$ cat config.mk
export PLATFORM = sky130hd
export DESIGN_NAME = control_register_file_banked_sp_unit
export DESIGN_NICKNAME = d
export VERILOG_FILES = /design/src/crfb_pkg.sv /design/src/control_register_file_banked_sp_unit.sv /design/src/crfb_regs.sv
export SDC_FILE = /design/constraint.sdc
export NUM_CORES = 1
export LEC_CHECK = 0
export BUFFER_PORTS_ARGS = -buffer_cell sky130_fd_sc_hd__buf_4
export CORE_MARGIN = 10
export CORE_UTILIZATION = 63
export CTS_CLUSTER_SIZE = 40
export DETAILED_ROUTE_END_ITERATION = 7
export PLACE_DENSITY_LB_ADDON = 0.2
export RECOVER_POWER = 50
export SETUP_SLACK_MARGIN = 0.1
export SYNTH_ARGS = -nofsm -noshare
export SYNTH_HDL_FRONTEND = slang
export SYNTH_SLANG_ARGS = --single-unit
$ cat constraint.sdc
create_clock -name clk -period 5.8 [get_ports clk]
set_clock_uncertainty 0.2 [all_clocks]
set_input_delay 0.29 -clock clk [delete_from_list [all_inputs] [get_ports clk]]
set_output_delay 0.29 -clock clk [all_outputs]
set_load 0.05 [all_outputs]
$ cat src/crfb_pkg.sv
// Shared types and constants for the control register file with banked stack pointer.
package crfb_pkg;

	localparam int DATA_W  = 32;
	localparam int MODE_W  = 2;
	localparam int INDEX_W = 4;
	localparam int SPARE_N = 3;

	localparam logic [MODE_W-1:0] MODE_RD_CTRL = 2'd0;
	localparam logic [MODE_W-1:0] MODE_WR_CTRL = 2'd1;
	localparam logic [MODE_W-1:0] MODE_RD_SP   = 2'd2;
	localparam logic [MODE_W-1:0] MODE_WR_SP   = 2'd3;

	localparam logic [INDEX_W-1:0] CR_STATUS  = 4'd0;
	localparam logic [INDEX_W-1:0] CR_COND    = 4'd1;
	localparam logic [INDEX_W-1:0] CR_INT_SP  = 4'd2;
	localparam logic [INDEX_W-1:0] CR_USER_SP = 4'd3;
	localparam logic [INDEX_W-1:0] CR_SPARE0  = 4'd4;
	localparam logic [INDEX_W-1:0] CR_SPARE1  = 4'd5;
	localparam logic [INDEX_W-1:0] CR_SPARE2  = 4'd6;

	localparam int BIT_BSM = 15;
	localparam int BIT_BIE = 14;
	localparam int BIT_BC  = 8;
	localparam int BIT_SM  = 7;
	localparam int BIT_IE  = 6;
	localparam int BIT_C   = 0;

	typedef logic [MODE_W-1:0] mode_t;

	typedef struct packed {
		logic                fire;
		mode_t               mode;
		logic [INDEX_W-1:0]  idx;
		logic [DATA_W-1:0]   wdata;
	} req_t;

endpackage

$ cat src/control_register_file_banked_sp_unit.sv
// Top level of the control register file with banked stack pointer.
// Each word is one access: a read or write of a control register, or of the
// live stack pointer. The unit takes one word per cycle while the input is not
// stalled and returns one result word per access: the access is captured in an
// input register, resolved against the register state by combinational
// muxing and status bit packing, and captured in the result register. Writes
// return zero. A stall on the result side holds the input register, which
// then stalls the input side. Reset clears the valid flags and the register state, not the data registers.
module control_register_file_banked_sp_unit (
	input  logic                           clk,
	input  logic                           arst_n,
	input  logic                           in_valid,
	output logic                           in_stall,
	input  logic [crfb_pkg::MODE_W-1:0]    mode,
	input  logic [crfb_pkg::INDEX_W-1:0]   reg_index,
	input  logic [crfb_pkg::DATA_W-1:0]    write_value,
	output logic                           out_valid,
	input  logic                           out_stall,
	output logic [crfb_pkg::DATA_W-1:0]    read_data
);
	import crfb_pkg::*;

	logic               valid_s1;
	mode_t              mode_s1;
	logic [INDEX_W-1:0] idx_s1;
	logic [DATA_W-1:0]  wdata_s1;
	logic               out_valid_q;
	logic [DATA_W-1:0]  read_data_q;
	logic               advance;
	logic               load_s1;
	req_t               req;
	logic [DATA_W-1:0]  rdata;

	assign advance  = valid_s1 && (!out_valid_q || !out_stall);
	assign in_stall = valid_s1 && !advance;
	assign load_s1  = in_valid && !in_stall;

	assign req.fire  = advance;
	assign req.mode  = mode_s1;
	assign req.idx   = idx_s1;
	assign req.wdata = wdata_s1;

	crfb_regs u_regs (
		.clk    (clk),
		.arst_n (arst_n),
		.req    (req),
		.rdata  (rdata)
	);

	always_ff @(posedge clk or negedge arst_n) begin
		if (!arst_n) begin
			valid_s1    <= 1'b0;
			out_valid_q <= 1'b0;
		end else begin
			if (load_s1) valid_s1 <= 1'b1;
			else if (advance) valid_s1 <= 1'b0;
			if (advance) out_valid_q <= 1'b1;
			else if (!out_stall) out_valid_q <= 1'b0;
		end
	end

	always_ff @(posedge clk) begin
		if (load_s1) begin
			mode_s1  <= mode;
			idx_s1   <= reg_index;
			wdata_s1 <= write_value;
		end
		if (advance) read_data_q <= rdata;
	end

	assign out_valid = out_valid_q;
	assign read_data = read_data_q;

`ifndef SYNTHESIS
	a_stall_only_when_full: assert property (@(posedge clk) disable iff (!arst_n)
		in_stall |-> (valid_s1 && out_valid_q && out_stall))
		else $error("input stalled while the result path was free");

	a_write_reads_zero: assert property (@(posedge clk) disable iff (!arst_n)
		(advance && (mode_s1 == MODE_WR_CTRL || mode_s1 == MODE_WR_SP))
		|=> (out_valid && read_data == '0))
		else $error("write access returned a nonzero result");

	a_result_follows_access: assert property (@(posedge clk) disable iff (!arst_n)
		advance |=> out_valid)
		else $error("resolved access produced no result word");
`endif

endmodule

$ cat src/crfb_regs.sv
// Register storage, status packing and stack pointer banking.
module crfb_regs (
	input  logic                         clk,
	input  logic                         arst_n,
	input  crfb_pkg::req_t               req,
	output logic [crfb_pkg::DATA_W-1:0]  rdata
);
	import crfb_pkg::*;

	logic              cond_q;
	logic              ie_q;
	logic              sm_q;
	logic              bcond_q;
	logic              bie_q;
	logic              bsm_q;
	logic [DATA_W-1:0] live_sp_q;
	logic [DATA_W-1:0] int_sp_q;
	logic [DATA_W-1:0] user_sp_q;
	logic [DATA_W-1:0] spare_q [SPARE_N];
	logic [DATA_W-1:0] ctrl_rd;
	logic              new_sm;

	assign new_sm = req.wdata[BIT_SM];

	always_comb begin
		ctrl_rd = '0;
		unique case (req.idx)
			CR_STATUS: begin
				ctrl_rd[BIT_BSM] = bsm_q;
				ctrl_rd[BIT_BIE] = bie_q;
				ctrl_rd[BIT_BC]  = bcond_q;
				ctrl_rd[BIT_SM]  = sm_q;
				ctrl_rd[BIT_IE]  = ie_q;
				ctrl_rd[BIT_C]   = cond_q;
			end
			CR_COND:    ctrl_rd[BIT_C] = cond_q;
			CR_INT_SP:  ctrl_rd = sm_q ? int_sp_q : live_sp_q;
			CR_USER_SP: ctrl_rd = sm_q ? live_sp_q : user_sp_q;
			CR_SPARE0:  ctrl_rd = spare_q[0];
			CR_SPARE1:  ctrl_rd = spare_q[1];
			CR_SPARE2:  ctrl_rd = spare_q[2];
			default:    ctrl_rd = '0;
		endcase
	end

	always_comb begin
		unique case (req.mode)
			MODE_RD_CTRL: rdata = ctrl_rd;
			MODE_RD_SP:   rdata = live_sp_q;
			default:      rdata = '0;
		endcase
	end

	always_ff @(posedge clk or negedge arst_n) begin
		if (!arst_n) begin
			cond_q     <= 1'b0;
			ie_q       <= 1'b0;
			sm_q       <= 1'b0;
			bcond_q    <= 1'b0;
			bie_q      <= 1'b0;
			bsm_q      <= 1'b0;
			live_sp_q  <= '0;
			int_sp_q   <= '0;
			user_sp_q  <= '0;
			spare_q[0] <= '0;
			spare_q[1] <= '0;
			spare_q[2] <= '0;
		end else if (req.fire) begin
			unique case (req.mode)
				MODE_WR_CTRL: begin
					unique case (req.idx)
						CR_STATUS: begin
							bsm_q   <= req.wdata[BIT_BSM];
							bie_q   <= req.wdata[BIT_BIE];
							bcond_q <= req.wdata[BIT_BC];
							sm_q    <= new_sm;
							ie_q    <= req.wdata[BIT_IE];
							cond_q  <= req.wdata[BIT_C];
							// A change of stack mode parks the live pointer in its own bank.
							if (new_sm != sm_q) begin
								if (sm_q) begin
									user_sp_q <= live_sp_q;
									live_sp_q <= int_sp_q;
								end else begin
									int_sp_q  <= live_sp_q;
									live_sp_q <= user_sp_q;
								end
							end
						end
						CR_COND: cond_q <= req.wdata[BIT_C];
						CR_INT_SP: begin
							if (sm_q) int_sp_q <= req.wdata;
							else live_sp_q <= req.wdata;
						end
						CR_USER_SP: begin
							if (sm_q) live_sp_q <= req.wdata;
							else user_sp_q <= req.wdata;
						end
						CR_SPARE0: spare_q[0] <= req.wdata;
						CR_SPARE1: spare_q[1] <= req.wdata;
						CR_SPARE2: spare_q[2] <= req.wdata;
						default: begin
						end
					endcase
				end
				MODE_WR_SP: live_sp_q <= req.wdata;
				default: begin
				end
			endcase
		end
	end

endmodule

==> flow_metrics.env, run 1 <==
export IMPL_status="finished with violations"
export IMPL_violations="max-capacitance violations, max-slew violations"
export IMPL_grt_start_max_net_pins=106
export IMPL_worst_path_max_delay_cell="clkbuf_2"
export IMPL_syn_inst=1078
export IMPL_crit_type="input port to async pin"
export IMPL_dp_cells=1346
export IMPL_cts_htree_levels=1
export IMPL_tritoncts="done"
export IMPL_ys_seq_area_share_pct=54.1
export IMPL_netlist_area_mm2=0.0131
export IMPL_drc=0
export IMPL_drtPass1Iterations=5
export IMPL_gp_congestion=0.838
export IMPL_antenna_cells=0
export IMPL_finalSetupViolCount=0
export IMPL_grt_pass1_vias=9826
export IMPL_crit_required_ns=6.00
export IMPL_antenna_found_initial=0
export IMPL_synthArstFlopShare_pct=74.1
export IMPL_cp_slowest_stage_delay_ns=1.82
export IMPL_n_fill_cell=1361
export IMPL_leakage_nw=6.38
export IMPL_grt_pass1_wl_um=54400
export IMPL_die_x_um=164
export IMPL_end_kind="async pin"
export IMPL_syn_area_per_cell_um2=12.2
export IMPL_crit_chain="dlygate4sd3_1 -> clkbuf_2 -> clkbuf_2"
export IMPL_cp_data_arrival_time_ns=4.03
export IMPL_clkLatencyLatePin_ns=0.54
export IMPL_drive_above_1_share_pct=24.4
export IMPL_clock_path_buffers=3
export IMPL_rows=52
export IMPL_slew_headroom_pct=-76.4
export IMPL_dieArea_mm2=0.0270
export IMPL_wl_per_cell_um=23.6
export IMPL_fin_crit_ns=3.83
export IMPL_cts_root_buf="clkbuf_16"
export IMPL_synth_nets=1120
export IMPL_yosysTopAreaCell="dfrtp_1"
export IMPL_routed_wl_um=34000
export IMPL_pin_count=76
export IMPL_clkTransAtPathRegs_ns=0.06
export IMPL_ant_nets=0
export IMPL_synthTopCellsByArea="dfrtp_1 38%, edfxtp_1 16%, mux2_2 11%"
export IMPL_dr_first_iter_drc_count=1198
export IMPL_io_buffers=75
export IMPL_via_per_inst=6.81
export IMPL_final_nets=1190
export IMPL_finalCritPeriodShare_pct=66.1
export IMPL_pwr_density_cell_mw_per_mm2=335
export IMPL_die_h_um=164
export IMPL_dp_hpwl_um=19400
export IMPL_coreArea_mm2=0.0204
export IMPL_crit_buf_inv=3
export IMPL_path_common_cell="clkbuf_2"
export IMPL_max_cap_viol_count=1
export IMPL_cp_top_family="buffers and inverters"
export IMPL_syn_to_final_growth_pct=14.9
export IMPL_ys_ff_latch=270
export IMPL_grt_usage_pct=25.0
export IMPL_ir_drop_mv=0.238
export IMPL_fmax_mhz=261
export IMPL_yosysTopAreaCellShare_pct=38.1
export IMPL_rsz0062_at_grt="no"
export IMPL_grt_ovfl_total=0
export IMPL_timing_hold_worst_class="register to register"
export IMPL_cp_start_kind="input port"
export IMPL_start_util_pct=64.5
export IMPL_vias=9812
export IMPL_cts_made_buffers=28
export IMPL_crit_path_max_fanout=105
export IMPL_worstMarginPinSlew_ns=2.65
export IMPL_synth_ff_type="dfrtp_1"
export IMPL_finalNonFillerCells=1440
export IMPL_hold_viol_final=0
export IMPL_drv_slew=106
export IMPL_clkSinkCount=270
export IMPL_fin_tns_setup_ns=0
export IMPL_synth_distinct_cells=58
export IMPL_synth_enable_flop_cells=70
export IMPL_ctsResizeCount=0
export IMPL_ys_warn_count=0
==> worst reg2reg max path, cell delays in order, from the launching register on <==
cell and delay, ns:
dfrtp_1 0.40, a21boi_0 0.47, and2_1 0.81, nand4b_1 0.88, buf_4 0.58, mux2_2 0.34
==> power by group <==
part | switching (W) | internal, W | total (W)
sequential | 0.000232 | 0.00220 | 0.00243
clock | 0.000716 | 0.00111 | 0.00183
combinational | 0.000423 | 0.000372 | 0.000795
==> cells in the mapped netlist, types with 2 or more instances <==
library cell	count
nor4bb_1	2
a22o_1	24
o21a_1	32
buf_1	4
nor2b_1	3
nand3b_1	4
clkbuf_1	61
a2bb2oi_1	2
nor3_1	8
dfrtp_1	200
edfxtp_1	70
a32o_1	33
nand3_1	13
nand2_1	76
buf_4	2
or3b_2	5
o22ai_1	38
buf_6	3
o21ai_0	63
nor2_1	14
and3_1	27
inv_1	4
xor2_1	2
and2_1	2
nand2b_1	8
a21oi_1	44
mux2i_1	38
mux2_2	128
buf_2	33
or4_1	2
or2_2	2
a2bb2oi_2	30
a221oi_1	52
a22oi_1	25
==> cell families (layout without fill, tap and decap cells) <==
group / after synthesis / in the layout / synth area share [%]
AOI/OAI and AO/OA: 355 / 355 / 21.2
buffers and inverters: 107 / 199 / 3.60
muxes: 166 / 166 / 13.9
DFF: 270 / 270 / 54.1
xor gates and xnor gates: 3 / 3 / 0.200
and+or+nand+nor: 177 / 177 / 7.06
==> flip-flops by register name, indices dropped and copies added, names as in the netlist, 2 cells and up <==
name and flops:
u_regs.live_sp_q 32, wdata_s1 32, read_data 32, idx_s1 4, mode_s1 2, u_regs.spare_q 96
u_regs.user_sp_q 32, u_regs.int_sp_q 32
==> what timing repair did <==
action / CTS / global route
hold buffers: 42 / 0
setup buffers: 0 / 0
endpoints found under the hold margin: 143 / 0
==> layout by cell type (no fill, tap or decap), types with 3 or more instances in the layout <==
cell / synthesis / layout
dfrtp_1: 200 / 199
mux2_2: 128 / 128
nand2_1: 76 / 76
edfxtp_1: 70 / 70
o21ai_0: 63 / 63
a221oi_1: 52 / 52
clkbuf_1: 61 / 45
a21oi_1: 44 / 44
dlygate4sd3_1: 0 / 42
mux2i_1: 38 / 38
o22ai_1: 38 / 38
clkbuf_4: 0 / 37
a32o_1: 33 / 33
o21a_1: 32 / 32
a2bb2oi_2: 30 / 30
clkbuf_16: 0 / 29
and3_1: 27 / 27
buf_4: 2 / 26
a22oi_1: 25 / 25
a22o_1: 24 / 24
nor2_1: 14 / 13
nand3_1: 13 / 13
nand2b_1: 8 / 8
nor3_1: 8 / 7
or3b_2: 5 / 5
clkbuf_8: 0 / 5
nand3b_1: 4 / 4
inv_1: 4 / 4
clkinv_2: 0 / 3
bufinv_16: 0 / 3
==> cell type report <==
| type | count | area (um^2) | area share, % |
|---|---|---|---|
| Inverter | 4 | 15.0 | 0.0995 |
| Timing Repair Buffer | 143 | 1050 | 6.99 |
| Clock buffer | 44 | 832 | 5.51 |
| Sequential cell | 270 | 7110 | 47.1 |
| Tap cell | 270 | 338 | 2.24 |
| Multi-Input combinational cell | 701 | 5630 | 37.3 |
| Clock inverter | 8 | 113 | 0.746 |
==> layer usage <==
metal | global-route usage [%] | wire length, um | vias to the layer above
li1 | - | - | 4317
met1 | 33.3 | 13900 | 4985
met2 | 41.6 | 16800 | 431
met3 | 4.11 | 2500 | 79
met4 | 7.49 | 895 | 0
met5 | 0 | 0 | -
==> final timing paths <==
check                               start                   end  slack, ns  cells after the start
worst max-delay path               arst_n  u_regs.live_sp_q[21]       1.97                      3
worst min-delay path             valid_s1             out_valid       0.28                      1
worst max register to register  out_valid    u_regs.spare_q[76]       2.02                      5
worst min register to register   valid_s1             out_valid       0.28                      1
max in group clk                out_stall    u_regs.spare_q[76]       1.99                      7
min in group asynchronous          arst_n    u_regs.spare_q[30]       0.89                      2
==> metrics by stage <==
| stage | total power, W | util, % | setup slack (ns) | hold slack [ns] | area, um^2 |
|---|---|---|---|---|---|
| 2_1_floorplan | 0.00298 | - | 1.96 | -0.206 | 13100 |
| 3_3_place_gp | 0.00321 | 68.2 | 2.40 | 0.258 | 13900 |
| 3_5_place_dp | 0.00324 | 68.2 | 2.24 | 0.260 | 13900 |
| 4_1_cts | 0.00509 | 74.9 | 2.24 | 0.251 | 15200 |
| 5_1_grt | 0.00526 | 74.1 | 1.26 | 0.277 | 15100 |
| 6_report | 0.00505 | 74.1 | 1.97 | 0.277 | 15100 |
(Power assumes the default switching activity.)
==> inputs of run 2 (changes only) <==
Settings changed: CORE_UTILIZATION 63 to 55.
Clock period 5.8 ns to 3.4 ns, I/O delays scaled along.
==> run 2 against run 1 <==
  * The run still ends with max-capacitance violations, max-slew violations left
  * Core utilization fell by 8.7 points
  * Power rose by 72%
  * Routed wire length rose by 2.5%
  * Via count rose by 0.47%
  * Flip-flop and latch count did not move
  * Combinational power rose by 75%
  * First-iteration DRC count fell by 12%
  * Die area rose by 13%
  * Clock power rose by 74%
  * Global-route usage fell by 2.7 points
  * Register-to-register slack got worse by 1.6 ns
  * Sequential power rose by 70%
  * Critical path type is now register to register
  * Largest power group unchanged
==> flow_metrics.env, run 2 (synthesis results as in run 1) <==
export IMPL_slew_headroom_pct=-53.5
export IMPL_mostFrequentLayoutCells="199 x dfrtp_1, 128 x mux2_2, 76 x nand2_1, 70 x edfxtp_1, 63 x o21ai_0"
export IMPL_n_fill_cell=1789
export IMPL_finalNonFillerCells=1508
export IMPL_drc=0
export IMPL_io_buffers=75
export IMPL_grt_usage_pct=22.3
export IMPL_cp_slowest_stage_delay_ns=0.68
export IMPL_grt_pass1_vias=9995
export IMPL_worstMarginPinSlew_ns=2.30
export IMPL_dp_hpwl_um=20600
export IMPL_crit_type="register to register"
export IMPL_max_cap_viol_count=1
export IMPL_finalCritPeriodShare_pct=88.0
export IMPL_final_common_cell="dfrtp_1"
export IMPL_clkTransAtPathRegs_ns=0.06
export IMPL_clkLatencyLatePin_ns=0.55
export IMPL_endpoint="u_regs.spare_q[48]"
export IMPL_cts_setup_buffers=0
export IMPL_drtPass1Iterations=6
export IMPL_reg2reg_setup_slack_ns=0.41
export IMPL_wl_per_cell_um=23.2
export IMPL_coreArea_mm2=0.0235
export IMPL_path_common_cell="buf_4"
export IMPL_violations="max-capacitance violations, max-slew violations"
export IMPL_ctsResizeCount=0
export IMPL_pin_count=76
export IMPL_reg2reg_depth=6
export IMPL_end_kind="register"
export IMPL_grt_pass1_wl_um=55600
export IMPL_finalSetupViolCount=0
export IMPL_drive_above_1_share_pct=26.1
export IMPL_ant_nets=0
export IMPL_multi_input_area_mm2=0.00563
export IMPL_drv_slew=86
export IMPL_largest_reg_flops=96
export IMPL_timing_hold_worst_class="input port to register"
export IMPL_pre_cts_ws_ns=0.516
export IMPL_crit_chain="a21boi_0 -> and2_1 -> buf_4 -> nand3b_1 -> buf_4 -> mux2_2"
export IMPL_hold_buffers=42
export IMPL_vias=9858
export IMPL_dr_first_iter_drc_count=1055
export IMPL_grt_start_max_net_pins=89
export IMPL_tritoncts="done"
export IMPL_clock_path_buffers=3
export IMPL_grt_ovfl_total=0
export IMPL_fmax_mhz=334
export IMPL_crit_required_ns=3.62
export IMPL_postPlaceCellArea_mm2=0.0141
export IMPL_cts_made_buffers=29
export IMPL_syn_to_final_growth_pct=16.8
export IMPL_hold_viol_final=0
export IMPL_rows=56
export IMPL_via_per_inst=6.54
export IMPL_cp_start_kind="register"
export IMPL_gp_congestion=0.839
export IMPL_fin_tns_setup_ns=0
export IMPL_dp_cells=1413
export IMPL_status="finished with violations"
export IMPL_final_nets=1209
export IMPL_antenna_cells=0
export IMPL_worst_slack_ns=0.408
export IMPL_die_h_um=175
export IMPL_ir_drop_mv=0.485
export IMPL_ff_latch_area_mm2=0.00711
export IMPL_cts_root_buf="clkbuf_16"
export IMPL_fin_crit_ns=2.99
export IMPL_utilization_pct=65.4
export IMPL_cp_data_arrival_time_ns=3.22
export IMPL_pwr_density_cell_mw_per_mm2=566
export IMPL_crit_start="out_valid"
export IMPL_stdcell_area_mm2=0.0153
export IMPL_reg2reg_from="out_valid"
export IMPL_antenna_found_initial=1
export IMPL_clkSinkCount=270
export IMPL_routed_wl_um=34900
export IMPL_dieArea_mm2=0.0305
export IMPL_cts_htree_levels=1
export IMPL_worst_path_max_delay_cell="a21boi_0"
export IMPL_start_util_pct=56.0
export IMPL_rsz0062_at_grt="no"
export IMPL_leakage_nw=6.50
export IMPL_crit_path_max_fanout=37
export IMPL_regMostFlops="u_regs.spare_q"
export IMPL_die_x_um=175
export IMPL_reg2reg_to="u_regs.spare_q[48]"
==> run 2: cell count changes in the layout (fill, tap and decap cells not counted), moves of 3 or more <==
cell	previous run	this run
buf_4	26	42
clkinv_2	3	9
clkbuf_1	45	38
buf_12	1	4
clkbuf_8	5	2
==> run 2: worst min path at each step <==
stage,start,end,slack (ns),cells after the start
final,write_value[26],wdata_s1[26],0.16,2
after global routing,write_value[5],wdata_s1[5],0.16,2
after CTS,arst_n,u_regs.spare_q[62],0.11,2
after detailed placement,arst_n,u_regs.spare_q[62],0.08,1
after global placement,arst_n,u_regs.spare_q[62],0.08,1
after floorplan,arst_n,out_valid,-0.33,0
==> run 2: cell type report <==
type,instances,share of cell area (%)
inverters,4,0.0978
clock buffers,35,5.01
multi-input cells,701,36.7
well taps,319,2.60
clock inverters,18,1.26
repair buffers,161,8.04
flip-flops and latches,270,46.3
==> run 2: layer usage <==
metal	share of wire, %	GRT usage, %	vias to the layer above
li1	-	-	4357
met1	42	29.9	4977
met2	48	35.7	434
met3	7.3	3.71	88
met4	3.2	8.37	2
met5	0.052	0	-
==> run 2: where the power goes <==
| part | switching (W) | leakage, nW | total [W] | internal [W] |
|---|---|---|---|---|
| clock | 0.00128 | 0.477 | 0.00318 | 0.00190 |
| sequential | 0.000380 | 3.37 | 0.00413 | 0.00375 |
| combinational | 0.000734 | 2.65 | 0.00139 | 0.000652 |
| total | 0.00239 | 6.50 | 0.00869 | 0.00630 |
==> run 2: per-stage QoR <==
| stage | power (W) | hold slack (ns) |
|---|---|---|
| 2_1_floorplan | 0.00509 | -0.326 |
| 3_3_place_gp | 0.00551 | 0.0767 |
| 6_report | 0.00869 | 0.162 |
| 4_1_cts | 0.00878 | 0.110 |
| 5_1_grt | 0.00906 | 0.158 |
| 3_5_place_dp | 0.00556 | 0.0819 |
==> run 2: critical path, delay by kind of cell, from the launching register on <==
family / cells / cell delay (ns)
muxes: 1 / 0.35
AOI/OAI and AO/OA: 1 / 0.68
and+or+nand+nor: 2 / 0.43
buffers and inverters: 2 / 0.80
DFF: 1 / 0.40
